`src/rtl/core/rrpp_div_cell.sv`:
```
// One restoring-division cell: produces one quotient bit per item and registers it.
// No package dependency.
`default_nettype none
module rrpp_div_cell #(
   parameter int NUM_W  = 32,
   parameter int DEN_W  = 16,
   parameter int SIDE_W = 21
) (
   input  wire logic              clock,
   input  wire logic              reset,
   input  wire logic              en,
   input  wire logic              in_valid,
   input  wire logic [DEN_W-1:0]  in_rem,
   input  wire logic [NUM_W-1:0]  in_acc,
   input  wire logic [DEN_W-1:0]  in_den,
   input  wire logic [SIDE_W-1:0] in_side,
   output logic                   out_valid,
   output logic [DEN_W-1:0]       out_rem,
   output logic [NUM_W-1:0]       out_acc,
   output logic [DEN_W-1:0]       out_den,
   output logic [SIDE_W-1:0]      out_side
);
   logic              valid_ff;
   logic [DEN_W-1:0]  rem_ff, rem_in, den_ff;
   logic [NUM_W-1:0]  acc_ff, acc_in;
   logic [SIDE_W-1:0] side_ff;
   logic [DEN_W:0]    trial, diff;
   logic              ge;

   always_comb begin
      trial  = {in_rem, in_acc[NUM_W-1]};
      ge     = trial >= {1'b0, in_den};
      diff   = trial - {1'b0, in_den};
      rem_in = ge ? diff[DEN_W-1:0] : trial[DEN_W-1:0];
      acc_in = {in_acc[NUM_W-2:0], ge};
   end

   always_ff @(posedge clock) begin
      if (reset) begin
         valid_ff <= 1'b0;
      end else if (en) begin
         valid_ff <= in_valid;
      end
   end

   always_ff @(posedge clock) begin
      if (en) begin
         rem_ff  <= rem_in;
         acc_ff  <= acc_in;
         den_ff  <= in_den;
         side_ff <= in_side;
      end
   end

   assign out_valid = valid_ff;
   assign out_rem   = rem_ff;
   assign out_acc   = acc_ff;
   assign out_den   = den_ff;
   assign out_side  = side_ff;
endmodule
`default_nettype wire

```
`src/rtl/core/rrpp_div_chain.sv`:
```
// Pipelined divider: a row of NUM_W division cells, one quotient bit each.
// Depends on rrpp_div_cell.
`default_nettype none
module rrpp_div_chain #(
   parameter int NUM_W  = 32,
   parameter int DEN_W  = 16,
   parameter int SIDE_W = 21
) (
   input  wire logic              clock,
   input  wire logic              reset,
   input  wire logic              en,
   input  wire logic              in_valid,
   input  wire logic [NUM_W-1:0]  in_num,
   input  wire logic [DEN_W-1:0]  in_den,
   input  wire logic [SIDE_W-1:0] in_side,
   output logic                   out_valid,
   output logic [NUM_W-1:0]       out_quot,
   output logic [SIDE_W-1:0]      out_side
);
   logic              v    [0:NUM_W];
   logic [DEN_W-1:0]  rem  [0:NUM_W];
   logic [NUM_W-1:0]  acc  [0:NUM_W];
   logic [DEN_W-1:0]  den  [0:NUM_W];
   logic [SIDE_W-1:0] side [0:NUM_W];

   assign v[0]    = in_valid;
   assign rem[0]  = '0;
   assign acc[0]  = in_num;
   assign den[0]  = in_den;
   assign side[0] = in_side;

   for (genvar i = 0; i < NUM_W; i++) begin : g_cell
      rrpp_div_cell #(.NUM_W(NUM_W), .DEN_W(DEN_W), .SIDE_W(SIDE_W)) u_cell (
         .clock(clock), .reset(reset), .en(en),
         .in_valid(v[i]), .in_rem(rem[i]), .in_acc(acc[i]), .in_den(den[i]),
         .in_side(side[i]),
         .out_valid(v[i+1]), .out_rem(rem[i+1]), .out_acc(acc[i+1]), .out_den(den[i+1]),
         .out_side(side[i+1])
      );
   end

   assign out_valid = v[NUM_W];
   assign out_quot  = acc[NUM_W];
   assign out_side  = side[NUM_W];
endmodule
`default_nettype wire

```
`config.mk`:
```
export PLATFORM = sky130hd
export DESIGN_NAME = rrpp_div_chain
export DESIGN_NICKNAME = d
export VERILOG_FILES = /design/src/rtl/core/rrpp_div_cell.sv /design/src/rtl/core/rrpp_div_chain.sv
export SDC_FILE = /design/constraint.sdc
export NUM_CORES = 2
export LEC_CHECK = 0
export BUFFER_PORTS_ARGS = -buffer_cell sky130_fd_sc_hd__buf_2
export CAP_MARGIN = 10
export CORE_MARGIN = 4
export CORE_UTILIZATION = 59
export DETAILED_ROUTE_END_ITERATION = 6
export GPL_ROUTABILITY_DRIVEN = 0
export PLACE_DENSITY_LB_ADDON = 0.15
export SYNTH_ARGS = -nofsm -noshare
export SYNTH_HDL_FRONTEND = slang
export SYNTH_SLANG_ARGS = --single-unit
```
`constraint.sdc`:
```
create_clock -name clock -period 3.8 [get_ports clock]
set_input_delay 0.76 -clock clock [delete_from_list [all_inputs] [get_ports clock]]
set_output_delay 0.76 -clock clock [all_outputs]
set_load 0.02 [all_outputs]
```
[After elaboration in Yosys (flattened, before gate mapping)]
Index checks and enable logic that the tools add are counted.
Storage, ports and cells
  word-level logic and storage cells: 253
  input bits: 73
  flip-flop bits (word level): 2720
  output and inout bits: 54
Cells by class
  multiplexer cells: 31
  $add $sub $neg: 31
  magnitude comparators: 32
Operator list (count)
  17-bit by 16-bit greater-or-equal comparator with 1-bit output: 31
  16-bit two-way mux: 30
  16-bit subtractor: 30
  1-bit by 16-bit greater-or-equal comparator with 1-bit output: 1
  1-bit by 16-bit subtractor with 16-bit output: 1
  1-bit two-way mux: 1

[Logic depth before layout (Yosys ltp)]
  depth in word-level cells: 2
  mapped depth: 12
  depth with buffers taken out: 11

[Hierarchy]
Synthesis repeated with hierarchy kept, for this count alone.
Second synthesis, totals
  cells, all modules: 7754
  area, all modules: 121203.7 um^2
By module, submodules not included
  rrpp_div_cell at g_cell[14].u_cell ...: times used 22, cells each 241, area an instance 3777.4 um^2
  rrpp_div_cell at g_cell[0].u_cell ...: times used 9, cells each 245, area an instance 3816.2 um^2
  rrpp_div_cell at g_cell[22].u_cell: times used 1, cells each 246, area an instance 3752.3 um^2
  rrpp_div_chain: times used 1, cells each 1, area an instance 3.8 um^2

[Worst setup path before layout]
Ideal clock, no wire load.
  path kind: register to register
  from: register g_cell[9].u_cell.den_ff[1]
  to: register g_cell[10].u_cell.rem_ff[10], data pin
  clock period less this slack: 3.169 ns
  stages on the path, launching flop included: 12
  buffers on the path: 1
  data required time: 3.538 ns
  slack: 0.631 ns
  arrival time: 2.907 ns
  path through: edfxtp_1 -> inv_1 -> ha_1 -> nor2b_1 -> o31a_1 -> o31a_1 -> a41oi_1 -> o21ai_1 -> and4_4 -> a2111oi_4 -> buf_6 -> mux2_1
Between the ends
  word-level cells in the longest chain between the ends: 2
  elaborated cells on any way between the ends: 3
  classes of those cells: add/sub (1); order compare (1); mux (1)
RTL lines
  start: declaration: RTL line rrpp_div_cell.sv:24  | logic [DEN_W-1:0] rem_ff, rem_in, den_ff;
  start signal: assignment: RTL line rrpp_div_cell.sv:50  | den_ff <= in_den;
  16-bit subtractor or 17-bit by 16-bit greater-or-equal comparator with 1-bit output (tied branches): RTL line rrpp_div_cell.sv:33, rrpp_div_cell.sv:32
  16-bit two-way mux *: RTL line rrpp_div_cell.sv:34  | rem_in = ge ? diff[DEN_W-1:0] : trial[DEN_W-1:0];
  via g_cell[10].u_cell.rem_in[10]: RTL line rrpp_div_cell.sv:24
  end signal: assignment: RTL line rrpp_div_cell.sv:48  | rem_ff <= rem_in;
  end: declaration: RTL line rrpp_div_cell.sv:24
Mark *: on every way through the listed nets, which the timed path passes. The rest lies on a longest branch.
A chain may end at the register's enable or synchronous reset.

[Worst setup path after layout]
  from: register g_cell[23].u_cell.rem_ff[5]
  to: register g_cell[24].u_cell.rem_ff[14], data pin
Between the ends
  word-level cells in the longest chain between the ends: 2
  elaborated cells on any way between the ends: 3
  classes of those cells: add/sub (1); order compare (1); mux (1)
RTL lines (RTL line)
  start: declaration: rrpp_div_cell.sv:24
  start signal: assignment: rrpp_div_cell.sv:48
  16-bit subtractor or 17-bit by 16-bit greater-or-equal comparator with 1-bit output (tied branches): rrpp_div_cell.sv:33, rrpp_div_cell.sv:32
  16-bit two-way mux *: rrpp_div_cell.sv:34
  via g_cell[24].u_cell.rem_in[14]: rrpp_div_cell.sv:24
  end signal: assignment: rrpp_div_cell.sv:48
  end: declaration: rrpp_div_cell.sv:24
Marked as above.

==> results_dict.tcl <==
set metrics [dict create \
    initialDrtViolationCount 4090 \
    fp.dieH_um 443 \
    dieArea_mm2 0.196 \
    r2r_start "g_cell[23].u_cell.out_rem[5]$_DFFE_PP_" \
    post_cts_buffers 0 \
    drc_errors 13 \
    root_buffer "clkbuf_16" \
    fmax_mhz 282 \
    synth_edf_count 2688 \
    drtPass1Iterations 7 \
    path_clk_slew_ps 60 \
    ys_ff_latch 2720 \
    min_period_ps 3550 \
    groute.usage.overall 0.185 \
    area_delta_synth_final_pct 12.9 \
    grt-ovfl-total 0 \
    fin_skew_ps 52.4 \
    cpMostUsedCell "a21oi_1" \
    synth_warnings 0 \
    cts_tree "yes" \
    maxSlewViolCount 0 \
    die_w_um 443 \
    final_nets 8160 \
    synth.largest_area_cell "edfxtp_1" \
    holdWs_ps 71.7 \
    hp-class "input port to flip-flop" \
    critPathKind "flip-flop to flip-flop" \
    rsz0062_at_grt "false" \
    drv_cap 0 \
    vias 56882 \
    worstPathRequired_ps 4410 \
    status "finished with violations" \
    grt_pass1_vias 56682 \
    initial_utilization 0.593 \
    hold_viol_final 0 \
    crit_arrival_ps 4150 \
    reg2reg_depth 9 \
    cp_cell_sequence "ha_1 -> a21oi_1 -> o21ai_0 -> nor3_1 -> a211oi_1 -> o311ai_1 -> a21oi_1 -> o32a_1 -> mux2_2" \
    grt_pass1_wl_mm 295 \
    syn_avg_cell_area_um2 15.8 \
    dp_slack_ps 325 \
    critPathMaxStageDelay_ps 780 \
    hpwl_mm 121 \
    synthArstFlopShare 0 \
    power_leakage_nw 47.7 \
    wirelength_mm 182 \
    setup-tns-final_ps 0 \
    wire_per_inst_um 17.7 \
    portBuffers 126 \
    synthCells 7059 \
    synthTopCellsByCount "edfxtp_1, inv_1, ha_1, nor2_1, a21oi_1" \
    worstHoldStart "in_num[1]" \
    cpMaxStageDelayCell "o32a_1" \
    via_per_inst 5.54 \
    worstPathMaxFanout 16 \
    cts_sinks 2720 \
    htree_levels 5 \
    vdd_drop_max_mv 0.450 \
    core_mm2 0.188 \
    min_path_cells 1 \
    powerDensity_mw_per_mm2 765 \
    antenna_found_initial 5 \
    start_kind "flip-flop" \
    syn_area_mm2 0.111 \
    worst_slew_pin_slew_ps 915 \
    clk_latency_ps 910 \
    cp-end-kind "flip-flop" \
    ys_seq_area_frac 0.730 \
    finalSetupViolCount 0 \
    yosys-top-cells-area "edfxtp_1, ha_1, mux2_2" \
    relSlewSlack 0.389 \
    cts_buffers 292 \
    fin_ws_ps 252 \
    ant_nets 0 \
    clockBufferDepth 4 \
    grt_max_degree 138 \
    layout-drive-gt1-share 0.131 \
    regToRegSetupSlack_ps 250 \
    netlist-cell-type-count 82 \
    ys.flop_type "edfxtp_1" \
    synth.most_common_cell "edfxtp_1" \
    std_cell_rows 159 \
    syn_nets 7660 \
    r2r-end "g_cell[24].u_cell.out_rem[14]$_DFFE_PP_" \
    yosysTopAreaCellShare 0.724 \
    io_pins 127 \
    whs_endpoint "g_cell[0].u_cell.out_acc[2]$_DFFE_PP_" \
    period_share 0.934 \
    violations "DRC" \
]
critical path: cells and delay by family, from the launching register on:
| kind | cells | cell delay [ps] |
|---|---|---|
| AOI/OAI and AO/OA | 6 | 1980 |
| muxes | 1 | 430 |
| DFF | 1 | 390 |
| adders and majority gates | 1 | 370 |
| and+or+nand+nor | 1 | 110 |
layout make-up:
cell class	count	area, um^2
sequential	2720	81400
fill	12714	62000
multi-input combinational	3587	27100
clock buffer	337	7580
tap	2495	3120
timing repair buffer	309	2690
inverter	649	2440
clock inverter	163	1500
antenna	2	5.00
power breakdown:
part,leakage [nW],internal (W),switching (W)
registers,26.5,0.0393,0.00225
clock network,4.44,0.0161,0.0108
logic,16.7,0.0130,0.0148
kinds of logic after synthesis:
| logic type | synth area share |
|---|---|
| DFF | 0.730 |
| and+or+nand+nor | 0.0533 |
| AOI/OAI and AO/OA | 0.0661 |
| buffers and inverters | 0.0267 |
| adders and majority gates | 0.0613 |
| muxes | 0.0386 |
| xor gates and xnor gates | 0.0239 |
through the flow:
| step | util | power (W) | instances | instance area, um^2 |
|---|---|---|---|---|
| final | 0.670 | 0.0963 | 10262 | 126000 |
| after global routing | 0.670 | 0.102 | 10262 | 126000 |
| after CTS | 0.670 | 0.0970 | 10260 | 126000 |
| after detailed placement | 0.619 | 0.0695 | 9707 | 116000 |
| after global placement | 0.619 | 0.0685 | 9706 | 116000 |
| after floorplan | - | 0.0625 | 7059 | 111000 |
metal layers:
metal  track usage  vias to the layer above  part of all wire
met2         0.301                     1242              0.48
met5             0                        -          0.000072
met4        0.0728                        2             0.036
met1         0.254                    27574              0.44
li1              -                    27603                 -
met3        0.0294                      461             0.044
how the worst max path moves through the flow:
stage / from / endpoint / depth (start not counted)
after floorplan: g_cell[9].u_cell.out_den[1]$_DFFE_PP_ / g_cell[10].u_cell.out_rem[10]$_DFFE_PP_ / 11
after global placement: g_cell[28].u_cell.out_den[1]$_DFFE_PP_ / g_cell[29].u_cell.out_rem[6]$_DFFE_PP_ / 10
after detailed placement: g_cell[23].u_cell.out_rem[5]$_DFFE_PP_ / g_cell[24].u_cell.out_rem[14]$_DFFE_PP_ / 9
after CTS: g_cell[23].u_cell.out_den[1]$_DFFE_PP_ / g_cell[24].u_cell.out_rem[14]$_DFFE_PP_ / 10
after global routing: g_cell[23].u_cell.out_rem[6]$_DFFE_PP_ / g_cell[24].u_cell.out_rem[14]$_DFFE_PP_ / 9
final: g_cell[23].u_cell.out_rem[5]$_DFFE_PP_ / g_cell[24].u_cell.out_rem[14]$_DFFE_PP_ / 9
flip-flops by register name, indices dropped and copies added (netlist names):
signal                   count
g_cell.u_cell.out_acc     1024
g_cell.u_cell.out_den      496
g_cell.u_cell.out_rem      496
g_cell.u_cell.out_side     672
g_cell.u_cell.out_valid     32
timing repair:
action,in CTS,in global routing
gates resized for setup,0,1
hold endpoints to repair,53,0
hold buffers,53,0
setup endpoints to repair,0,2
placed cells by master, fill, tap and decap left out, types with 53 or more instances in the layout:
master / Yosys / routed
mux2_2: 290 / 290
clkinv_2: 0 / 54
dlygate4sd3_1: 0 / 53
mux2i_1: 95 / 95
ha_1: 498 / 498
xnor2_1: 205 / 205
clkbuf_16: 0 / 297
nor3_1: 100 / 100
nand2b_1: 57 / 57
buf_2: 19 / 125
nor2_1: 416 / 416
o21a_1: 89 / 89
nand3_1: 84 / 84
nand4_1: 75 / 75
a21oi_1: 326 / 323
nand2_1: 233 / 233
inv_1: 648 / 648
o21ai_0: 230 / 230
xor2_1: 99 / 99
edfxtp_1: 2688 / 2688
clkinv_1: 0 / 56
a21o_1: 98 / 98
nor2b_1: 91 / 91
buf_4: 33 / 87
No activity file was read; power rests on OpenSTA's default activity.
