--- config.mk ---
export PLATFORM = sky130hd
export DESIGN_NAME = rrpp_front
export DESIGN_NICKNAME = d
export VERILOG_FILES = /design/src/rtl/core/rrpp_pkg.sv /design/src/rtl/core/rrpp_front.sv
export SDC_FILE = /design/constraint.sdc
export NUM_CORES = 1
export LEC_CHECK = 0
export BUFFER_PORTS_ARGS = -buffer_cell sky130_fd_sc_hd__buf_2
export CORE_MARGIN = 4
export CORE_UTILIZATION = 41
export CTS_BUF_LIST = sky130_fd_sc_hd__clkbuf_8
export DETAILED_ROUTE_END_ITERATION = 7
export GPL_TIMING_DRIVEN = 0
export SYNTH_ARGS = -nofsm -noshare
export SYNTH_HDL_FRONTEND = slang
export SYNTH_SLANG_ARGS = --single-unit
export TNS_END_PERCENT = 30
--- constraint.sdc ---
create_clock -name clock -period 4.7 [get_ports clock]
set_input_delay 0.235 -clock clock [delete_from_list [all_inputs] [get_ports clock]]
set_output_delay 0.235 -clock clock [all_outputs]
set_load 0.01 [all_outputs]
--- src/rtl/core/rrpp_pkg.sv ---
// Shared types, constants and status mapping for the ranging result postprocess block.
// No dependencies.
`default_nettype none
package rrpp_pkg;
   localparam int RATE_W   = 16;
   localparam int DIV_W    = 32;
   localparam int GAIN_W   = 12;
   localparam int CODE_W   = 8;
   localparam int STAT_W   = 4;
   localparam int CSR_IDX_W = 4;
   localparam int CSR_DATA_W = 16;
   localparam int GAIN_SHIFT = 11;

   localparam logic [CSR_IDX_W-1:0] CSR_TARGET = 4'd0;
   localparam logic [CSR_IDX_W-1:0] CSR_GAIN   = 4'd1;

   localparam logic [RATE_W-1:0] TARGET_RESET = 16'd2560;
   localparam logic [GAIN_W-1:0] GAIN_RESET   = 12'd2011;
   localparam logic [RATE_W-1:0] SPAD_MID     = 16'h8000;
   localparam logic [RATE_W-1:0] CLIP16       = 16'hFFFF;
   localparam logic [28:0]       ROUND_HALF   = 29'h0400;

   localparam logic [STAT_W-1:0] ST_VALID    = 4'd0;
   localparam logic [STAT_W-1:0] ST_SIGMA    = 4'd1;
   localparam logic [STAT_W-1:0] ST_SIGNAL   = 4'd2;
   localparam logic [STAT_W-1:0] ST_MINCLIP  = 4'd3;
   localparam logic [STAT_W-1:0] ST_BOUNDS   = 4'd4;
   localparam logic [STAT_W-1:0] ST_HW       = 4'd5;
   localparam logic [STAT_W-1:0] ST_NOWRAP   = 4'd6;
   localparam logic [STAT_W-1:0] ST_WRAP     = 4'd7;
   localparam logic [STAT_W-1:0] ST_XTALK    = 4'd8;
   localparam logic [STAT_W-1:0] ST_SYNC     = 4'd9;
   localparam logic [STAT_W-1:0] ST_MINRANGE = 4'd10;
   localparam logic [STAT_W-1:0] ST_NONE     = 4'd11;

   typedef struct packed {
      logic [RATE_W-1:0] dist_mm;
      logic [STAT_W-1:0] status;
      logic              fallback;
   } side_type;

   localparam int SIDE_W = $bits(side_type);

   function automatic logic [STAT_W-1:0] map_status(input logic [CODE_W-1:0] raw,
                                                    input logic [CODE_W-1:0] stream);
      logic [STAT_W-1:0] s;
      case (raw)
         8'd1, 8'd2, 8'd3, 8'd17: s = ST_HW;
         8'd4:  s = ST_SIGNAL;
         8'd5:  s = ST_BOUNDS;
         8'd6:  s = ST_SIGMA;
         8'd7:  s = ST_WRAP;
         8'd8:  s = ST_MINCLIP;
         8'd9:  s = (stream == '0) ? ST_NOWRAP : ST_VALID;
         8'd12: s = ST_XTALK;
         8'd13: s = ST_MINRANGE;
         8'd18: s = ST_SYNC;
         default: s = ST_NONE;
      endcase
      return s;
   endfunction
endpackage
`default_nettype wire

--- src/rtl/core/rrpp_front.sv ---
// Entry stage: gain-corrected range, status map, clipped total rate.
// Depends on rrpp_pkg.
`default_nettype none
module rrpp_front import rrpp_pkg::*; (
   input  wire logic              clock,
   input  wire logic              reset,
   input  wire logic              en,
   input  wire logic              in_valid,
   input  wire logic [CODE_W-1:0] raw_status,
   input  wire logic [CODE_W-1:0] meas_stream,
   input  wire logic [RATE_W-1:0] effective_spads,
   input  wire logic [RATE_W-1:0] ambient_rate,
   input  wire logic [RATE_W-1:0] raw_dist_mm,
   input  wire logic [RATE_W-1:0] peak_signal_rate,
   input  wire logic [GAIN_W-1:0] gain,
   output logic                   out_valid,
   output logic [RATE_W-1:0]      out_range,
   output logic [STAT_W-1:0]      out_status,
   output logic [RATE_W-1:0]      out_total,
   output logic [RATE_W-1:0]      out_spads
);
   logic              valid_ff;
   logic [RATE_W-1:0] range_ff, range_in, total_ff, total_in, spads_ff;
   logic [STAT_W-1:0] status_ff;
   logic [27:0]       prod;
   logic [28:0]       sum;
   logic [RATE_W:0]   rsum;

   always_comb begin
      prod     = raw_dist_mm * gain;
      sum      = {1'b0, prod} + ROUND_HALF;
      range_in = (sum[28:27] != 2'b00) ? CLIP16 : sum[26:11];
      rsum     = {1'b0, peak_signal_rate} + {1'b0, ambient_rate};
      total_in = rsum[RATE_W] ? CLIP16 : rsum[RATE_W-1:0];
   end

   always_ff @(posedge clock) begin
      if (reset) begin
         valid_ff <= 1'b0;
      end else if (en) begin
         valid_ff <= in_valid;
      end
   end

   always_ff @(posedge clock) begin
      if (en) begin
         range_ff  <= range_in;
         total_ff  <= total_in;
         spads_ff  <= effective_spads;
         status_ff <= map_status(raw_status, meas_stream);
      end
   end

   assign out_valid  = valid_ff;
   assign out_range  = range_ff;
   assign out_status = status_ff;
   assign out_total  = total_ff;
   assign out_spads  = spads_ff;
endmodule
`default_nettype wire

======== After elaboration in Yosys (flattened, before gate mapping) ========
Index checks and enable logic that the tools add are counted.
operators by class
  shift-type cells ........................ 0
  add/sub/neg operators ................... 2
  reduce and logical (&&, ||, !) cells .... 3
  equal/unequal tests ..................... 13
  magnitude comparators ................... 0
  div/mod/pow operators ................... 0
  multipliers ............................. 1
  muxes and demuxes ....................... 2
  bitwise operators ....................... 0
operators by type and width
  operator                number
  $pmux 4 s10             1
  $eq 8x3->1 const B      4
  $eq 8x4->1 const B      4
  $add 28x11->29 const B  1
  $mul 16x12->28          1
  $add 16x16->17          1
  $eq 8x2->1 const B      2
  $eq 8x5->1 const B      2
  $eq 8x1->1 const B      1
  $logic_not 8->1         1
  $reduce_or 4->1         1
  $mux 3                  1
  $reduce_bool 2->1       1
storage, ports and cells
  latch bits .............................. 0
  bits in writable memories ............... 0
  flip-flop bits (word level) ............. 53
  output and inout port bits .............. 53
  ROM bits ................................ 0
  memories ................................ 0
  logic and storage cells ................. 26

======== Logic depth before layout (Yosys ltp) ========
Gate-level depths: netlist of the first run.
  depth in word-level cells ............... 3
  gate-level depth with buffers ........... 22
  depth with buffers taken out ............ 20

======== Least setup slack after synthesis of the first run ========
OpenSTA, ideal clock, no wires.
  kind .................................... in2reg
  start ................................... input raw_dist_mm[10]
  end ..................................... register range_ff[13] (netlist: out_range[13]) (data pin)
  data required time ...................... 4.445 ns
  stages on the path ...................... 21
  setup slack ............................. -0.262 ns
  arrival time ............................ 4.707 ns
  path buffers ............................ 3
  cells stage by stage .................... clkbuf_1 > nand2_1 > fa_1 > inv_1 > fa_1 > inv_1 > fa_1 > fa_1 > inv_1 > ha_1 > ha_1 > buf_2 > nand3_1 > nor3_1 > a221oi_1 > o21ai_1 > a31oi_1 > xnor2_1 > nor2_2 > buf_6 > nand2_1
on the way
  word-level cells in the longest chain between the ends .. 3
RTL lines
  element                 line              source
  start: declaration      rrpp_front.sv:13  input wire logic [RATE_W-1:0] raw_dist_mm,
  $mul 16x12->28 (*)      rrpp_front.sv:30  prod = raw_dist_mm * gain;
  $add 28x11->29 (*)      rrpp_front.sv:31  sum = {1'b0, prod} + ROUND_HALF;
  $reduce_bool 2->1       rrpp_front.sv:32  range_in = (sum[28:27] != 2'b00) ? CLIP16 : sum[26:11];
  end signal: assignment  rrpp_front.sv:47  range_ff <= range_in;
  end: declaration        rrpp_front.sv:23  logic [RATE_W-1:0] range_ff, range_in, total_ff, total_in, spads_ff;
Mark *: on every way between the ends. The rest lies on a longest branch, timed or not.
A chain may end at the register's enable or synchronous reset.

======== Worst setup path in the final report of the first run ========
  start ................................... input raw_dist_mm[6]
  end ..................................... register range_ff[11] (netlist: out_range[11]) (data pin)
Same word-level chain as after synthesis.

==> impl_metrics.ini, run 1 <==
[synthesis]
synthTopCellsByArea = fa_1, edfxtp_1, ha_1
yosysWarnings = 0
yosysUniqueCellTypes = 59
yosys-mux-area-fraction = 0.00230
synth_flop_cell = edfxtp_1
yosys.area_share.simple = 0.162
synth_compound_area_frac = 0.0773
async_reset_ff_frac = 0
synthCells = 924
synth_top_area_share = 0.326
yosysTopAreaCell = fa_1
synth_xor_area_frac = 0.0241
syn_nets = 1255
yosysSeqAreaShare = 0.182
synth_edf_count = 52
synth_top_family_by_area = adder cells
yosys.area_share.adder = 0.460
syn_area_um2 = 8710
synth_area_per_cell_um2 = 9.42
ys_seq_elements = 53

[power]
p_comb_frac = 0.823
switching_share = 0.474
p_leak_nw = 5.35
vdd.ir_drop.worst_v = 0.000611
pwr-share-seq = 0.135
power.clock.fraction = 0.042
switchingPower_mw = 2.95
power-per-cell-area_nw_per_um2 = 569
internal_power_mw = 3.28

[setup_path]
critPathCaptureType = register
critPathTopFamily = adder cells
worstSetupPathType = input pin to register
cp-start-kind = input pin
path_cells = buf_8 > buf_8 > nand2_4 > fa_1 > inv_2 > ha_4 > fa_1 > inv_2 > fa_1 > inv_2 > fa_1 > ha_4 > a211oi_4 > nor2_4 > o31ai_4 > nand4_1 > a31oi_2 > xnor2_2 > nor2_4 > buf_6 > o2111ai_1
crit_path_top_delay_cell = fa_1
crit_top_cell = fa_1
worstPathMaxFanout = 8
worst-endpoint-required_ps = 4750
cp.arrival_ps = 5030
path_buf_inv = 6
cpPeakStageDelay_ps = 560

[finish]
num-fill-cells = 1984
area_delta_synth_final_pct = 25.6
seq_area_um2 = 1580
final_nets = 1437
drive_above_1_share = 0.265
multiInputGateArea_um2 = 6660
antenna_cells = 0

[timing]
fin_ws_ps = -275
final-hold-violation-count = 0
setup_viol = 16
maxSlewHeadroom = 0.187
rsz0062_at_grt = yes
setup-tns-final_ps = -3580
final.min_clock_period_ps = 4970
worst_pin_slew_ps = 1220
skew_ps = 0
fmax_mhz = 201
fin_crit_sh = 1.06
final-max-slew-violation-count = 0

[clock_network]
h-tree-depth = 2
clock_path_buffers = 2
numCtsBuffers = 5
postCtsHoldBufs = 0
worst_skew_pair.late_latency_ps = 310
cts_tree = built
clk_pin_slew_worst_paths_ps = 100
cts.sinks = 53
cts_root_buf = clkbuf_8

[detailed_routing]
viasPerCell = 4.95
dr.pass1.iters = 5
vias = 6834
drt_iter0_markers = 255
top_layer = met4
wl_per_cell_um = 15.9
drtAntennaViolNets = 0
route.met3.wl_um = 1130
drc_errors = 0
routed_wl_um = 21900
wl_met2_um = 11200
wl_met1_um = 9300

[placed_design]
io_buffer_count = 143
dpl_worst_slack_ps = -1110
place_hpwl_um = 17500
place.gp.congestion = 0.887

[die]
fp.dieH_um = 154
die_area_um2 = 23600
num_rows = 53
top_level_ports = 149
die_w_um = 154
core-area_um2 = 21000
start_util = 0.416

[global_route]
grt_max_degree = 54
grt_pass1_wl_um = 35700
grtUsageTotal = 0.187
antenna_found_initial = 0
grt_pass1_vias = 7081
overflow = 0

[status]
violations = negative setup slack
status = complete, but fails checks

[min_path]
hold_class = input pin to register

[flow_run]
maxCapViolations = 0
-- synth_stat cells (all sizes together), types with 12 or more instances --
| cell type | number |
|---|---|
| nor3 | 12 |
| o21ai | 23 |
| xnor2 | 16 |
| inv | 175 |
| ha | 93 |
| clkbuf | 34 |
| nand2 | 175 |
| and2 | 63 |
| a21oi | 22 |
| edfxtp | 52 |
| nor2 | 21 |
| fa | 142 |
-- worst reg2reg max path: cells and delay by family (launching register included) --
family           cells  cell delay, ps
DFF                  1             320
muxes                1             120
and+or+nand+nor      1              60
-- path summary, 6_finish.rpt --
path	slack (ps)	end	cells after the start	from
max	-270	out_range[11]	21	raw_dist_mm[6]
min	80	out_valid	2	reset
max reg2reg	4100	out_valid	2	out_valid
min reg2reg	520	out_valid	2	out_valid
-- flip-flops by register name, indices dropped and copies added, names as in the netlist --
register	cells
out_spads	16
out_status	4
out_range	16
out_valid	1
out_total	16
-- logic make-up after synthesis --
logic type,Yosys count
adder cells (fa/ha/maj),235
XOR/XNOR,24
flip-flops,53
multiplexers,2
AO/OA/AOI/OAI,94
buffers and inverters,212
AND/OR/NAND/NOR,304
-- cell usage in the layout, fill, tap and decap left out, types with 5 or more instances in the layout --
| cell | n |
|---|---|
| nor3_1 | 11 |
| clkbuf_1 | 6 |
| clkbuf_16 | 9 |
| clkbuf_8 | 7 |
| nand3_1 | 5 |
| inv_1 | 169 |
| inv_2 | 7 |
| fa_1 | 136 |
| and2_1 | 59 |
| xor2_1 | 8 |
| buf_2 | 125 |
| nand2_2 | 15 |
| a21oi_1 | 16 |
| nand2_1 | 159 |
| nor2_1 | 17 |
| nor2b_1 | 5 |
| a21oi_2 | 5 |
| o21ai_0 | 16 |
| ha_4 | 8 |
| nand2b_1 | 5 |
| edfxtp_1 | 52 |
| buf_6 | 12 |
| xnor2_1 | 14 |
| a211oi_2 | 5 |
| o21ai_1 | 5 |
| buf_4 | 37 |
| buf_8 | 14 |
| ha_1 | 83 |
| a21o_1 | 8 |
| fa_2 | 6 |
-- stage by stage --
stage | total power [mW] | util | area [um^2] | hold WS, ps | cells
after floorplan | 4.14 | - | 8850 | 307 | 924
after global placement | 5.12 | 0.473 | 9910 | 396 | 1342
after detailed placement | 5.18 | 0.473 | 9910 | 409 | 1342
after CTS | 5.82 | 0.503 | 10500 | 70.2 | 1371
after global routing | 6.90 | 0.522 | 10900 | 53.5 | 1382
final | 6.23 | 0.522 | 10900 | 83.3 | 1382
-- per-layer routing --
layer	vias to the layer above	track usage
met4	0	0.0227
met5	-	0
met3	16	0.0259
met1	3381	0.253
li1	3271	-
met2	166	0.331
-- area by class of cell --
cell class,count,share of cell area
multi-input combinational,659,0.609
tap,275,0.0315
clock buffer,5,0.00629
buffer,36,0.0443
sequential,53,0.145
inverter,175,0.0601
timing repair buffer,176,0.103
clock inverter,3,0.00160
-- power by group through the flow --
stage | logic, mW | registers, mW | clock network, mW
2_1_floorplan | 3.23 | 0.915 | 0
3_3_place_gp | 4.27 | 0.849 | 0
3_5_place_dp | 4.33 | 0.848 | 0
4_1_cts | 4.71 | 0.840 | 0.276
5_1_grt | 5.75 | 0.849 | 0.298
6_report | 5.13 | 0.838 | 0.262
-- repair_timing --
action,CTS,global route
setup endpoints to repair,16,16
resized for setup,79,92
setup buffers,21,10
gates cloned,1,1
pin swaps,23,31
(Power assumes the default switching activity.)
==> run 2, diff against run 1 <==
--- a/config.mk
+++ b/config.mk
@@ -11,6 +11,7 @@
 export CTS_BUF_LIST = sky130_fd_sc_hd__clkbuf_8
 export DETAILED_ROUTE_END_ITERATION = 7
 export GPL_TIMING_DRIVEN = 0
+export SETUP_SLACK_MARGIN = 0.2
 export SYNTH_ARGS = -nofsm -noshare
 export SYNTH_HDL_FRONTEND = slang
 export SYNTH_SLANG_ARGS = --single-unit
==> constraint.sdc (replaced) <==
create_clock -name clock -period 6 [get_ports clock]
set_input_delay 0.3 -clock clock [delete_from_list [all_inputs] [get_ports clock]]
set_output_delay 0.3 -clock clock [all_outputs]
set_load 0.01 [all_outputs]
==> run 2 against run 1 <==
The run now ends clean. Cell count down 2.6%. Flip-flop and latch count is the same. Non-clock buffer count shrank 36. Design area decreased by 9.5%. Utilization fell by 5.0 points. Sequential share of layout area up 1.5 points. Count of clock-buffer cells in the layout is the same. Clock skew stayed put. Combinational power decreased by 37%.
==> impl_metrics.ini, run 2 (synthesis results as in run 1) <==
[status]
status = completed

[min_path]
hold_class = input pin to register

[clock_network]
post_cts_buffers = 0
clock_path_buffers = 2
postCtsHoldBufs = 0
clk_pin_slew_worst_paths_ps = 90
cts.sinks = 53
cts_tree = built
worst_skew_pair.late_latency_ps = 300
cts.repair.resized = 0
cts_root_buf = clkbuf_8
h-tree-depth = 2
numCtsBuffers = 5

[timing]
fin_ws_ps = 559
holdWs_ps = 140
fin_crit_sh = 0.907
setup-tns-final_ps = 0
setup_viol = 0
skew_ps = 0
rsz0062_at_grt = no
worst_pin_slew_ps = 1210
final-hold-violation-count = 0
fmax_mhz = 184
final-max-slew-violation-count = 0
final.min_clock_period_ps = 5440
maxSlewHeadroom = 0.193

[global_route]
grtUsageTotal = 0.180
overflow = 0
grt_pass1_vias = 6940
antenna_found_initial = 0
grt_pass1_wl_um = 34500
grt_max_degree = 54

[setup_path]
rrSetupSlack_ps = 5400
critPathCaptureType = register
timing.rr.end = out_valid
crit_end = out_range[12]
critPathLaunch = gain[4]
worst-endpoint-required_ps = 6060
cp-start-kind = input pin
worstSetupPathType = input pin to register
ff2ff_path_depth = 2
regToRegStartpoint = out_valid
cp.arrival_ps = 5510
worstPathMaxFanout = 10

[die]
top_level_ports = 149
die_w_um = 154
core-area_um2 = 21000
num_rows = 53
fp.dieH_um = 154
start_util = 0.416
die_area_um2 = 23600

[detailed_routing]
routed_wl_um = 20800
drt_iter0_markers = 280
viasPerCell = 4.95
drc_errors = 0
dr.pass1.iters = 5
wl_per_cell_um = 15.4
vias = 6666
drtAntennaViolNets = 0

[flow_run]
maxCapViolations = 0

[finish]
layout_common_cells = inv_1, nand2_1, buf_2, fa_1, ha_1
layout_commonest_cell = inv_1
antenna_cells = 0
final_nets = 1401
area_delta_synth_final_pct = 13.7
drive_above_1_share = 0.176

[power]
power-per-cell-area_nw_per_um2 = 418
vdd.ir_drop.worst_v = 0.000339
p_leak_nw = 4.97

[placed_design]
dpl_worst_slack_ps = -103
io_buffer_count = 143
place.gp.congestion = 0.890
place_hpwl_um = 17600
[run 2: cell types whose count changed in the layout (fill, tap and decap cells not counted), moves of 14 or more]
| cell | delta |
|---|---|
| buf_4 | -36 |
| buf_8 | -14 |
| buf_2 | +19 |
| nand2_1 | +16 |
| nand2_2 | -15 |
| clkbuf_2 | +17 |
[run 2: final cells by class]
cell class | count | area [um^2]
Fill cell | 2098 | 11100
Multi-Input combinational cell | 659 | 6330
Sequential cell | 53 | 1580
Timing Repair Buffer | 143 | 716
Inverter | 175 | 657
Tap cell | 275 | 344
Buffer | 33 | 159
Clock buffer | 5 | 68.8
Clock inverter | 3 | 42.5
[run 2: critical path, stage by stage]
cell	delay, ps
buf_2	200
clkbuf_2	290
nand2_1	120
fa_1	570
fa_1	470
fa_1	540
inv_1	50
fa_1	490
fa_1	410
ha_1	320
nand4_1	200
nor3_4	370
o31ai_4	140
a21oi_1	230
o21ai_1	130
xnor2_1	210
nor2_4	210
buf_6	170
nand2_1	70
[run 2: worst min-delay path by stage]
| stage | from | end | depth (start not counted) |
|---|---|---|---|
| finish | reset | out_valid | 2 |
| global route | reset | out_valid | 2 |
| global placement | reset | out_valid | 2 |
| detailed placement | reset | out_valid | 2 |
| floorplan | reset | out_valid | 1 |
| CTS | reset | out_valid | 2 |
[run 2: report_power, final]
| group | leakage, nW | switching [mW] | total [mW] | internal (mW) |
|---|---|---|---|---|
| clock network | 0.0595 | 0.124 | 0.247 | 0.124 |
| registers | 0.520 | 0.0200 | 0.659 | 0.639 |
| logic | 4.39 | 1.84 | 3.23 | 1.39 |
| total | 4.97 | 1.98 | 4.13 | 2.15 |
[run 2: metal layers]
metal  up-vias  track usage  part of all wire  wire length [um]
met3        13       0.0262             0.049              1020
met1      3305        0.235              0.42              8690
li1       3192            -                 -                 -
met4         0       0.0227            0.0073               152
met5         -            0                 0                 0
met2       156        0.327              0.53             10900
[run 2: through the flow]
| stage | instance area (um^2) | util | power, mW | std cells |
|---|---|---|---|---|
| floorplan | 8710 | - | 3.13 | 924 |
| global placement | 9770 | 0.466 | 3.89 | 1342 |
| detailed placement | 9770 | 0.466 | 3.93 | 1342 |
| CTS | 9880 | 0.471 | 4.20 | 1350 |
| global route | 9900 | 0.472 | 4.64 | 1346 |
| finish | 9900 | 0.472 | 4.13 | 1346 |
==> run 3, diff against run 2 <==
==> constraint.sdc (replaced) <==
create_clock -name clock -period 6.1 [get_ports clock]
set_input_delay 0.305 -clock clock [delete_from_list [all_inputs] [get_ports clock]]
set_output_delay 0.305 -clock clock [all_outputs]
set_load 0.01 [all_outputs]
==> run 3 against run 2 <==
Non-clock buffer count up 2. First-iteration DRC count up 6.8%. Global-route usage unchanged. Sequential share of layout area about the same. Sequential power down 2%. Clock skew unchanged. Total power down 1.9%. Design area about the same. Utilization about the same.
==> impl_metrics.ini, run 3 (synthesis results as in run 1) <==
[status]
status = completed

[detailed_routing]
wl_met1_um = 8550
drtAntennaViolNets = 0
drt_iter0_markers = 299
viasPerCell = 4.94
drc_errors = 0
route.met3.wl_um = 1110
top_layer = met4
routed_wl_um = 20700
vias = 6659
wl_per_cell_um = 15.4
wl_met2_um = 10900
dr.pass1.iters = 7

[timing]
fmax_mhz = 180
setup_viol = 0
skew_ps = 0
holdWs_ps = 144
final-hold-violation-count = 0
final.min_clock_period_ps = 5560
fin_crit_sh = 0.912
rsz0062_at_grt = no
worst_pin_slew_ps = 1210
maxSlewHeadroom = 0.190
setup-tns-final_ps = 0
final-max-slew-violation-count = 0

[power]
internal_power_mw = 2.12
power.clock.fraction = 0.060
p_leak_nw = 4.96
p_comb_frac = 0.780
switchingPower_mw = 1.94
pwr-share-seq = 0.160
power-per-cell-area_nw_per_um2 = 410
switching_share = 0.478
vdd.ir_drop.worst_v = 0.000333

[global_route]
antenna_found_initial = 0
overflow = 0
grt_pass1_vias = 6940
grt_pass1_wl_um = 34500
grt_max_degree = 54
grtUsageTotal = 0.180

[setup_path]
path_cells = buf_2 > clkbuf_2 > nand2_1 > fa_1 > fa_1 > fa_1 > inv_1 > fa_1 > fa_1 > ha_1 > nand4_1 > nor3_2 > o31ai_4 > a21oi_1 > o21ai_1 > xnor2_1 > nor2_2 > buf_6 > nand2_1
worstSetupPathType = input pin to register
critPathCaptureType = register
crit_path_top_delay_cell = fa_1
worstPathMaxFanout = 10
worst-endpoint-required_ps = 6170
cp.arrival_ps = 5630
cpPeakStageDelay_ps = 570
cp-start-kind = input pin
crit_top_cell = fa_1

[finish]
drive_above_1_share = 0.174
antenna_cells = 0
final_nets = 1403
area_delta_synth_final_pct = 13.6
layout_common_cells = inv_1, nand2_1, buf_2, fa_1, ha_1
layout_commonest_cell = inv_1

[clock_network]
cts_tree = built
cts_root_buf = clkbuf_8
cts.sinks = 53
worst_skew_pair.late_latency_ps = 300
numCtsBuffers = 5
postCtsHoldBufs = 0
h-tree-depth = 2
clk_pin_slew_worst_paths_ps = 90
clock_path_buffers = 2

[die]
die_area_um2 = 23600
fp.dieH_um = 154
core-area_um2 = 21000
top_level_ports = 149
num_rows = 53
start_util = 0.416
die_w_um = 154

[placed_design]
place.gp.congestion = 0.890
io_buffer_count = 143
place_hpwl_um = 17600

[min_path]
hold_class = input pin to register

[flow_run]
maxCapViolations = 0
[run 3: cell count changes in the layout (fill, tap and decap cells not counted), sizes merged]
cell    change
clkbuf      +2
[run 3: what timing repair did]
action / 4_1_cts / 5_1_grt
resized for setup: 0 / 34
endpoints found under the setup margin: 0 / 14
buffers inserted: 0 / 0
[run 3: worst max-delay path, delay by kind of cell]
family | cells | cell delay [ps]
buf+inv | 4 | 720
compound gates | 3 | 530
xor+xnor | 1 | 180
simple gates | 5 | 1090
fa+ha+maj | 6 | 2800
[run 3: final timing paths]
kind,depth (start not counted),slack [ps],startpoint,endpoint
max,19,540,gain[4],out_range[12]
min,2,140,reset,out_valid
max reg2reg,2,5500,out_valid,out_valid
min reg2reg,2,520,out_valid,out_valid
[run 3: per-stage QoR]
| stage | utilization | cell area (um^2) | total power, mW | std cells | worst slack [ps] |
|---|---|---|---|---|---|
| 3_5_place_dp | 0.466 | 9770 | 3.86 | 1342 | -7.52 |
| 4_1_cts | 0.471 | 9880 | 4.13 | 1350 | 309 |
| 5_1_grt | 0.472 | 9890 | 4.56 | 1348 | 207 |
| 2_1_floorplan | - | 8710 | 3.08 | 924 | 1070 |
| 3_3_place_gp | 0.466 | 9770 | 3.83 | 1342 | 21.7 |
| 6_report | 0.472 | 9890 | 4.05 | 1348 | 536 |
[run 3: area by class of cell]
cell class | count | area [um^2]
fill | 2098 | 11100
timing repair buffer | 143 | 716
buffer | 35 | 165
sequential | 53 | 1580
tap | 275 | 344
inverter | 175 | 657
clock buffer | 5 | 68.8
clock inverter | 3 | 42.5
multi-input combinational | 659 | 6320
[run 3: power groups by stage]
stage | Sequential (mW) | Clock [mW] | Combinational [mW]
global placement | 0.656 | 0 | 3.17
floorplan | 0.705 | 0 | 2.37
CTS | 0.649 | 0.254 | 3.23
global route | 0.655 | 0.273 | 3.64
finish | 0.648 | 0.244 | 3.16
detailed placement | 0.656 | 0 | 3.21
[run 3: metal layers]
layer,GRT usage,vias up
met2,0.327,149
met3,0.0262,13
li1,-,3197
met5,0,-
met4,0.0227,0
met1,0.235,3300
